### src/rtl/core/avws_pkg.sv
// ----------------------------------------------------------------------------
// avws_pkg
// Shared widths, reset values and register indexes for the ADC voltmeter
// window statistics block.
// ----------------------------------------------------------------------------
package avws_pkg;

	// fixed field widths
	localparam int MV_W     = 13;   // millivolt results and full-scale register
	localparam int THRESH_W = 12;   // zero threshold register
	localparam int CNT_W    = 5;    // held_count result
	localparam int CFG_W    = 13;   // configuration write data
	localparam int CFG_IDX_W = 1;

	// parameter defaults
	localparam int WINDOW_DEPTH_DEF = 16;
	localparam int SAMPLE_BITS_DEF  = 12;

	// register indexes
	localparam logic [CFG_IDX_W-1:0] REG_ZERO_THRESHOLD = 1'b0;
	localparam logic [CFG_IDX_W-1:0] REG_FULL_SCALE     = 1'b1;

	// register reset values
	localparam logic [THRESH_W-1:0] ZERO_THRESHOLD_RST = 12'd10;
	localparam logic [MV_W-1:0]     FULL_SCALE_RST     = 13'd3300;

endpackage

### src/rtl/core/avws_scale.sv
// ----------------------------------------------------------------------------
// avws_scale
// Bit-serial scaler: quotient = value * scale / divisor, rounded down.
// One scale bit per cycle for the shift-add product, then one quotient bit
// per cycle for the restoring division. value must not exceed divisor.
// ----------------------------------------------------------------------------
module avws_scale #(
	parameter int W = 17
) (
	input  logic                        clk,
	input  logic                        arst_n,
	input  logic                        start,
	input  logic [W-1:0]                value,
	input  logic [W-1:0]                divisor,
	input  logic [avws_pkg::MV_W-1:0]   scale,
	output logic                        done,
	output logic [avws_pkg::MV_W-1:0]   quotient
);

	localparam int MV_W  = avws_pkg::MV_W;
	localparam int ACC_W = W + MV_W;
	localparam int CNT_W = $clog2(MV_W);

	logic             busy_q;
	logic             div_phase_q;
	logic             done_q;
	logic [CNT_W-1:0] cnt_q;

	logic [W-1:0]     value_q;
	logic [W-1:0]     divisor_q;
	logic [MV_W-1:0]  scale_sr_q;
	logic [ACC_W-1:0] acc_q;

	logic [ACC_W-1:0] mul_next;
	logic [W:0]       trial;
	logic [W:0]       diff;
	logic             q_bit;
	logic [W-1:0]     rem_next;
	logic [ACC_W-1:0] div_next;
	logic             last_step;

	always_comb begin
		mul_next  = {acc_q[ACC_W-2:0], 1'b0}
			+ (scale_sr_q[MV_W-1] ? ACC_W'(value_q) : ACC_W'(0));
		// partial remainder with the next numerator bit brought down
		trial     = {acc_q[ACC_W-1:MV_W], acc_q[MV_W-1]};
		diff      = trial - {1'b0, divisor_q};
		q_bit     = (trial >= {1'b0, divisor_q});
		rem_next  = q_bit ? diff[W-1:0] : trial[W-1:0];
		div_next  = {rem_next, acc_q[MV_W-2:0], q_bit};
		last_step = (cnt_q == CNT_W'(MV_W - 1));
	end

	always_ff @(posedge clk or negedge arst_n) begin
		if (!arst_n) begin
			busy_q      <= 1'b0;
			div_phase_q <= 1'b0;
			done_q      <= 1'b0;
			cnt_q       <= '0;
		end else if (start) begin
			busy_q      <= 1'b1;
			div_phase_q <= 1'b0;
			done_q      <= 1'b0;
			cnt_q       <= '0;
		end else if (busy_q) begin
			cnt_q <= last_step ? '0 : cnt_q + 1'b1;
			if (last_step) begin
				if (div_phase_q) begin
					busy_q <= 1'b0;
					done_q <= 1'b1;
				end else begin
					div_phase_q <= 1'b1;
				end
			end
		end
	end

	always_ff @(posedge clk) begin
		if (start) begin
			value_q    <= value;
			divisor_q  <= divisor;
			scale_sr_q <= scale;
			acc_q      <= '0;
		end else if (busy_q) begin
			if (div_phase_q) begin
				acc_q <= div_next;
			end else begin
				acc_q      <= mul_next;
				scale_sr_q <= {scale_sr_q[MV_W-2:0], 1'b0};
			end
		end
	end

	assign done     = done_q;
	assign quotient = acc_q[MV_W-1:0];

	// the remainder field stays below the divisor through the division
	assert property (@(posedge clk) disable iff (!arst_n)
		(busy_q && div_phase_q) |-> (acc_q[ACC_W-1:MV_W] < divisor_q))
		else $error("scaler remainder reached divisor");

	// a finished scaler never raises busy without a start
	assert property (@(posedge clk) disable iff (!arst_n)
		(done_q && !start) |=> (done_q && !busy_q))
		else $error("scaler left done without a start");

	// a run finishes only after the last step of its division phase
	assert property (@(posedge clk) disable iff (!arst_n)
		$rose(done_q) |-> $past(div_phase_q && busy_q && last_step))
		else $error("scaler finished off its last step");

endmodule

### src/rtl/core/adc_voltmeter_window_stats_top.sv
// ----------------------------------------------------------------------------
// adc_voltmeter_window_stats_top
// Voltmeter statistics over a sliding window of converter codes.
// ----------------------------------------------------------------------------
// Each accepted code is zeroed below the threshold, stored in a circular
// window of WINDOW_DEPTH codes with a running sum, and folded into the
// lowest and highest code seen. One result transaction follows each input
// transaction: the ST_SUM state updates the running sum and starts four
// bit-serial scalers side by side, each running the shift-add product with
// full_scale_mv and then the restoring division by 4095 (or 4095 times the
// window count for the average), and the ST_RUN state hands the results to
// the output register. That handover waits while the output register still
// holds an untaken result. The input is ready again the cycle after the
// handover, so no new sample is taken while a result is still in progress.
// ----------------------------------------------------------------------------
module adc_voltmeter_window_stats_top #(
	parameter int WINDOW_DEPTH = avws_pkg::WINDOW_DEPTH_DEF,
	parameter int SAMPLE_BITS  = avws_pkg::SAMPLE_BITS_DEF
) (
	input  logic                              clk,
	input  logic                              arst_n,
	// configuration
	input  logic                              cfg_we,
	input  logic [avws_pkg::CFG_IDX_W-1:0]    cfg_index,
	input  logic [avws_pkg::CFG_W-1:0]        cfg_data,
	// sample channel
	input  logic                              in_valid,
	output logic                              in_ready,
	input  logic [SAMPLE_BITS-1:0]            sample_code,
	// result channel
	output logic                              out_valid,
	input  logic                              out_ready,
	output logic [avws_pkg::MV_W-1:0]         current_mv,
	output logic [avws_pkg::MV_W-1:0]         low_mv,
	output logic [avws_pkg::MV_W-1:0]         high_mv,
	output logic [avws_pkg::MV_W-1:0]         average_mv,
	output logic [avws_pkg::CNT_W-1:0]        held_count
);

	localparam int MV_W   = avws_pkg::MV_W;
	localparam int FILL_W = $clog2(WINDOW_DEPTH + 1);
	localparam int PTR_W  = $clog2(WINDOW_DEPTH);
	localparam int SUM_W  = SAMPLE_BITS + FILL_W;
	localparam int CMP_W  = (SAMPLE_BITS > avws_pkg::THRESH_W) ? SAMPLE_BITS
		: avws_pkg::THRESH_W;
	localparam int N_LANES = 4;

	localparam logic [1:0] ST_IDLE = 2'd0;
	localparam logic [1:0] ST_SUM  = 2'd1;
	localparam logic [1:0] ST_RUN  = 2'd2;

	logic [1:0]                     state_q;
	logic [avws_pkg::THRESH_W-1:0]  thresh_q;
	logic [MV_W-1:0]                full_scale_q;

	logic [SAMPLE_BITS-1:0]         window_mem [WINDOW_DEPTH];
	logic [PTR_W-1:0]               wr_ptr_q;
	logic [FILL_W-1:0]              fill_q;
	logic                           was_full_q;
	logic [SUM_W-1:0]               sum_q;
	logic [SAMPLE_BITS-1:0]         lowest_q;
	logic [SAMPLE_BITS-1:0]         highest_q;
	logic [SAMPLE_BITS-1:0]         code_q;
	logic [SAMPLE_BITS-1:0]         old_q;

	logic                           out_valid_q;
	logic [MV_W-1:0]                cur_mv_q;
	logic [MV_W-1:0]                low_mv_q;
	logic [MV_W-1:0]                high_mv_q;
	logic [MV_W-1:0]                avg_mv_q;
	logic [avws_pkg::CNT_W-1:0]     held_q;

	logic                           accept;
	logic [SAMPLE_BITS-1:0]         zcode;
	logic                           window_full;
	logic [SUM_W-1:0]               sum_next;
	logic [SUM_W-1:0]               avg_divisor;
	logic                           lane_start;
	logic                           result_load;
	logic [N_LANES-1:0]             lane_done;
	logic [MV_W-1:0]                lane_q [N_LANES];
	logic [SUM_W-1:0]               lane_value [N_LANES];
	logic [SUM_W-1:0]               lane_divisor [N_LANES];

	assign in_ready    = (state_q == ST_IDLE);
	assign accept      = in_valid && in_ready;
	assign window_full = (fill_q == FILL_W'(WINDOW_DEPTH));
	assign lane_start  = (state_q == ST_SUM);
	assign result_load = (state_q == ST_RUN) && lane_done[0]
		&& (!out_valid_q || out_ready);

	always_comb begin
		zcode = (CMP_W'(sample_code) < CMP_W'(thresh_q)) ? '0 : sample_code;
		// drop the oldest code once the window had filled
		sum_next = sum_q + SUM_W'(code_q)
			- (was_full_q ? SUM_W'(old_q) : SUM_W'(0));
		// 4095 * count without a multiplier
		avg_divisor = {fill_q, {SAMPLE_BITS{1'b0}}} - SUM_W'(fill_q);

		lane_value[0]   = SUM_W'(code_q);
		lane_value[1]   = SUM_W'(lowest_q);
		lane_value[2]   = SUM_W'(highest_q);
		lane_value[3]   = sum_next;
		lane_divisor[0] = SUM_W'({SAMPLE_BITS{1'b1}});
		lane_divisor[1] = SUM_W'({SAMPLE_BITS{1'b1}});
		lane_divisor[2] = SUM_W'({SAMPLE_BITS{1'b1}});
		lane_divisor[3] = avg_divisor;
	end

	// configuration registers
	always_ff @(posedge clk or negedge arst_n) begin
		if (!arst_n) begin
			thresh_q     <= avws_pkg::ZERO_THRESHOLD_RST;
			full_scale_q <= avws_pkg::FULL_SCALE_RST;
		end else if (cfg_we) begin
			case (cfg_index)
				avws_pkg::REG_ZERO_THRESHOLD: thresh_q <= cfg_data[avws_pkg::THRESH_W-1:0];
				avws_pkg::REG_FULL_SCALE:     full_scale_q <= cfg_data[MV_W-1:0];
				default: ;
			endcase
		end
	end

	// sequencer and window state
	always_ff @(posedge clk or negedge arst_n) begin
		if (!arst_n) begin
			state_q    <= ST_IDLE;
			wr_ptr_q   <= '0;
			fill_q     <= '0;
			was_full_q <= 1'b0;
			sum_q      <= '0;
			lowest_q   <= '1;
			highest_q  <= '0;
		end else begin
			case (state_q)
				ST_IDLE: begin
					if (accept) begin
						state_q    <= ST_SUM;
						was_full_q <= window_full;
						if (!window_full)
							fill_q <= fill_q + 1'b1;
						wr_ptr_q <= (wr_ptr_q == PTR_W'(WINDOW_DEPTH - 1)) ? '0
							: wr_ptr_q + 1'b1;
						if (zcode < lowest_q)
							lowest_q <= zcode;
						if (zcode > highest_q)
							highest_q <= zcode;
					end
				end
				ST_SUM: begin
					sum_q   <= sum_next;
					state_q <= ST_RUN;
				end
				ST_RUN: begin
					if (result_load)
						state_q <= ST_IDLE;
				end
				default: state_q <= ST_IDLE;
			endcase
		end
	end

	// window store: read the entry about to be overwritten, then replace it
	always_ff @(posedge clk) begin
		if (accept) begin
			old_q                <= window_mem[wr_ptr_q];
			window_mem[wr_ptr_q] <= zcode;
			code_q               <= zcode;
		end
	end

	genvar g;
	generate
		for (g = 0; g < N_LANES; g++) begin : g_lane
			avws_scale #(
				.W(SUM_W)
			) u_scale (
				.clk      (clk),
				.arst_n   (arst_n),
				.start    (lane_start),
				.value    (lane_value[g]),
				.divisor  (lane_divisor[g]),
				.scale    (full_scale_q),
				.done     (lane_done[g]),
				.quotient (lane_q[g])
			);
		end
	endgenerate

	// output register
	always_ff @(posedge clk or negedge arst_n) begin
		if (!arst_n)
			out_valid_q <= 1'b0;
		else if (result_load)
			out_valid_q <= 1'b1;
		else if (out_ready)
			out_valid_q <= 1'b0;
	end

	always_ff @(posedge clk) begin
		if (result_load) begin
			cur_mv_q  <= lane_q[0];
			low_mv_q  <= lane_q[1];
			high_mv_q <= lane_q[2];
			avg_mv_q  <= lane_q[3];
			held_q    <= avws_pkg::CNT_W'(fill_q);
		end
	end

	assign out_valid  = out_valid_q;
	assign current_mv = cur_mv_q;
	assign low_mv     = low_mv_q;
	assign high_mv    = high_mv_q;
	assign average_mv = avg_mv_q;
	assign held_count = held_q;

	// the scalers start together and must finish together
	assert property (@(posedge clk) disable iff (!arst_n)
		(lane_done == '0) || (lane_done == '1))
		else $error("scaler lanes out of step");

	// the fill count never passes the window depth
	assert property (@(posedge clk) disable iff (!arst_n)
		fill_q <= FILL_W'(WINDOW_DEPTH))
		else $error("window fill overran");

	// once a sample is in, lowest never exceeds highest
	assert property (@(posedge clk) disable iff (!arst_n)
		(fill_q != '0) |-> (lowest_q <= highest_q))
		else $error("lowest code above highest code");

	// the running sum stays within 4095 per held code
	assert property (@(posedge clk) disable iff (!arst_n)
		sum_q <= avg_divisor)
		else $error("window sum out of range");

endmodule
### config.mk
export PLATFORM = sky130hd
export DESIGN_NAME = adc_voltmeter_window_stats_top
export DESIGN_NICKNAME = d
export VERILOG_FILES = /design/src/rtl/core/avws_pkg.sv /design/src/rtl/core/avws_scale.sv /design/src/rtl/core/adc_voltmeter_window_stats_top.sv
export SDC_FILE = /design/constraint.sdc
export NUM_CORES = 1
export LEC_CHECK = 0
export ABC_AREA = 1
export BUFFER_PORTS_ARGS = -buffer_cell sky130_fd_sc_hd__buf_2
export CAP_MARGIN = 40
export CORE_MARGIN = 10
export CORE_UTILIZATION = 55
export CTS_CLUSTER_DIAMETER = 50
export DETAILED_ROUTE_END_ITERATION = 12
export MAX_ROUTING_LAYER = met4
export PLACE_DENSITY = 0.71
export SKIP_CTS_REPAIR_TIMING = 1
export SLEW_MARGIN = 15
export SYNTH_ARGS = -nofsm -noshare
export SYNTH_HDL_FRONTEND = slang
export SYNTH_HIERARCHICAL = 1
export SYNTH_SLANG_ARGS = --single-unit
export TNS_END_PERCENT = 30
### constraint.sdc
create_clock -name clk -period 12.3 [get_ports clk]
set_clock_uncertainty 0.1 [all_clocks]
set_input_delay 2.46 -clock clk [delete_from_list [all_inputs] [get_ports clk]]
set_output_delay 2.46 -clock clk [all_outputs]
set_load 0.05 [all_outputs]
==> results.txt <==
Worst-margin pin slew -> 0.870 ns
Leakage power -> 21.1 nW
Initial Util -> 55.3%
First-pass GRT wire length -> 161 mm
DRT iter0 DRCs -> 2641
WL per Instance -> 16.0 um
CP Launch Type -> input port
Power Dens Cells -> 114 nW/um^2
DR vias/cell -> 5.24
Grt ovf -> 0
I/O Pins -> 90
Die W -> 290 um
CP endpoint kind -> flip-flop
Fmax -> 178 MHz
CTS tree -> done
Share of cells above drive strength 1 -> 7.29%
Syn Area/Cell -> 7.92 sq um
Yosys warning count -> 6
Largest net degree at the start of global routing -> 83
Num CTS Buffers -> 82
Final hold vios -> 0
H-tree levels -> 3
Final period utilization -> 45.7%
Gate count of the mapped netlist -> 5083
Final worst slack -> 6.68 ns
Clk sinks -> 685
Detailed placer's ending HPWL -> 71.8 mm
Final slew viol count -> 0
Initial antenna violation count -> 1
Setup CP Type -> input port to flip-flop
Routability cong. -> 0.943
Vias in the first global route -> 30687
Core Region -> 72700 sq um
Final TNS setup -> 0 ns
Die Y -> 290 um
Row cnt -> 99
Final min period -> 5.62 ns
Rel. slew slack -> 42.0%
Synth-to-Final Area Change -> 10.2%
Drt pass-1 iters -> 6
Total power -> 5.07 mW
Reg clk slew, reported paths -> 0.06 ns
Total track usage -> 23.8%
CP arrival -> 6.11 ns
Type of the tightest min-delay check -> flip-flop to flip-flop
Final setup viols -> 0
Maxcap violations -> 0
Place WS -> 6.10 ns
Later-pin clock latency in the skew report -> 0.66 ns
# DRC -> 0
Buffers on Ports -> 89
Status -> completed
Vias -> 32548
Total Nets Final -> 5437
Synthesized area -> 40200 sq um
Post-route ant nets -> 0
Clock Path Buffers -> 3
CP Max Fanout -> 20
CTS root buf -> clkbuf_16
Worst VDD drop -> 0.137 mV
RSZ-0062 raised after global routing -> no
Critical Path RT -> 12.78 ns
Die area -> 84400 sq um
# fillers -> 6448
Final wirelength -> 99.3 mm
[flip-flops by register name, summed over array words and instances (netlist names), 2 cells and up]
signal / flops
highest_q: 12
g_lane.u_scale/value_q: 68
held_count: 5
low_mv: 13
thresh_q: 12
current_mv: 13
state_q: 2
g_lane.u_scale/divisor_q: 68
lowest_q: 12
full_scale_q: 13
high_mv: 13
average_mv: 13
wr_ptr_q: 4
g_lane.u_scale/scale_sr_q: 52
window_mem: 192
g_lane.u_scale/div_phase_q: 4
fill_q: 5
g_lane.u_scale/busy_q: 4
code_q: 12
sum_q: 17
old_q: 12
g_lane.u_scale/acc_q: 120
g_lane.u_scale/cnt_q: 16
[cell usage in the layout (no fill, tap or decap), types with 6 or more instances in the layout]
cell and instances:
and2_1 11, dfrtp_1 83, a21oi_1 199, edfxtp_1 461, nor2_2 11, nand3_2 8, clkinv_4 7, nand3b_1 30
o21bai_1 7, dfxtp_1 120, fa_1 20, o21ai_1 9, inv_2 6, nand3_1 378, o22ai_1 49, nor2_1 315
nand4_1 58, xnor2_1 20, nand2_2 29, ha_1 199, nor3_1 34, clkbuf_8 7, clkbuf_16 82, xor2_1 61
nand2_1 1582, dfstp_2 20, buf_2 88, clkbuf_1 13, inv_6 9, inv_1 821, nand2_4 6, nor2_4 10
buf_4 40, buf_6 6, conb_1 66, o21ai_0 312, clkinv_2 13
[worst paths after layout]
check / start / to / slack, ns / depth (start not counted)
max: sample_code[11] / lowest_q[8]$_DFFE_PN1P_ / 6.68 / 17
min: g_lane[3].u_scale/acc_q[11]$_SDFFE_PP0P_ / average_mv[11]$_DFFE_PP_ / 0.37 / 0
max in group asynchronous: arst_n / highest_q[11]$_DFFE_PN0P_ / 9.11 / 2
min in group asynchronous: arst_n / wr_ptr_q[1]$_DFFE_PN0P_ / 1.79 / 1
max reg2reg: thresh_q[10]$_DFFE_PN0P_ / lowest_q[8]$_DFFE_PN1P_ / 8.21 / 17
min reg2reg: g_lane[3].u_scale/acc_q[11]$_SDFFE_PP0P_ / average_mv[11]$_DFFE_PP_ / 0.37 / 0
[stage by stage]
step	utilization (%)	cells	instance area (sq um)	hold slack (ns)
after floorplan	-	5147	40500	0.323
after global placement	56.9	6046	41400	0.350
after detailed placement	57.2	6062	41600	0.356
after CTS	61.0	6216	44300	0.369
after global routing	61.0	6216	44300	0.381
final	61.0	6217	44300	0.369
[critical path, cell delays in order]
cell and delay (ns):
buf_2 0.11, ha_1 0.29, nand2_1 0.08, nor2_2 0.14, nand2_1 0.08, nor2_1 0.09, nand2_1 0.07, nand2_2 0.17
nand2_1 0.12, inv_1 0.56, ha_1 0.38, a21oi_1 0.18, o21ai_2 0.08, a2111oi_4 0.75, nand2_2 0.34, nand2_1 0.14
nand2_1 0.06
[cell type report]
cell class                 instances  area [sq um]  share of cell area [%]
inverter                         830          3130                    7.05
tap                              959          1200                    2.71
clock inverter                    52           568                    1.28
clock buffer                     102          2200                    4.96
antenna                            1          2.50                 0.00564
sequential                       685         18900                    42.6
multi-input combinational       3452         17500                    39.5
timing repair buffer             136           856                    1.93
[metal layers]
layer / vias to the layer above / GRT usage, % / wire [um]
met2: 905 / 37.9 / 46000
met3: 137 / 3.20 / 5970
met1: 15004 / 31.7 / 45300
met5: - / - / 0
met4: 0 / 6.48 / 2080
li1: 16502 / - / -
[power breakdown]
group | switching [mW] | leakage, nW | internal (mW)
clock network | 1.03 | 1.35 | 1.41
logic | 0.0935 | 13.5 | 0.0306
registers | 0.0150 | 6.25 | 2.48
total | 1.14 | 21.1 | 3.92
(Power assumes the default switching activity.)
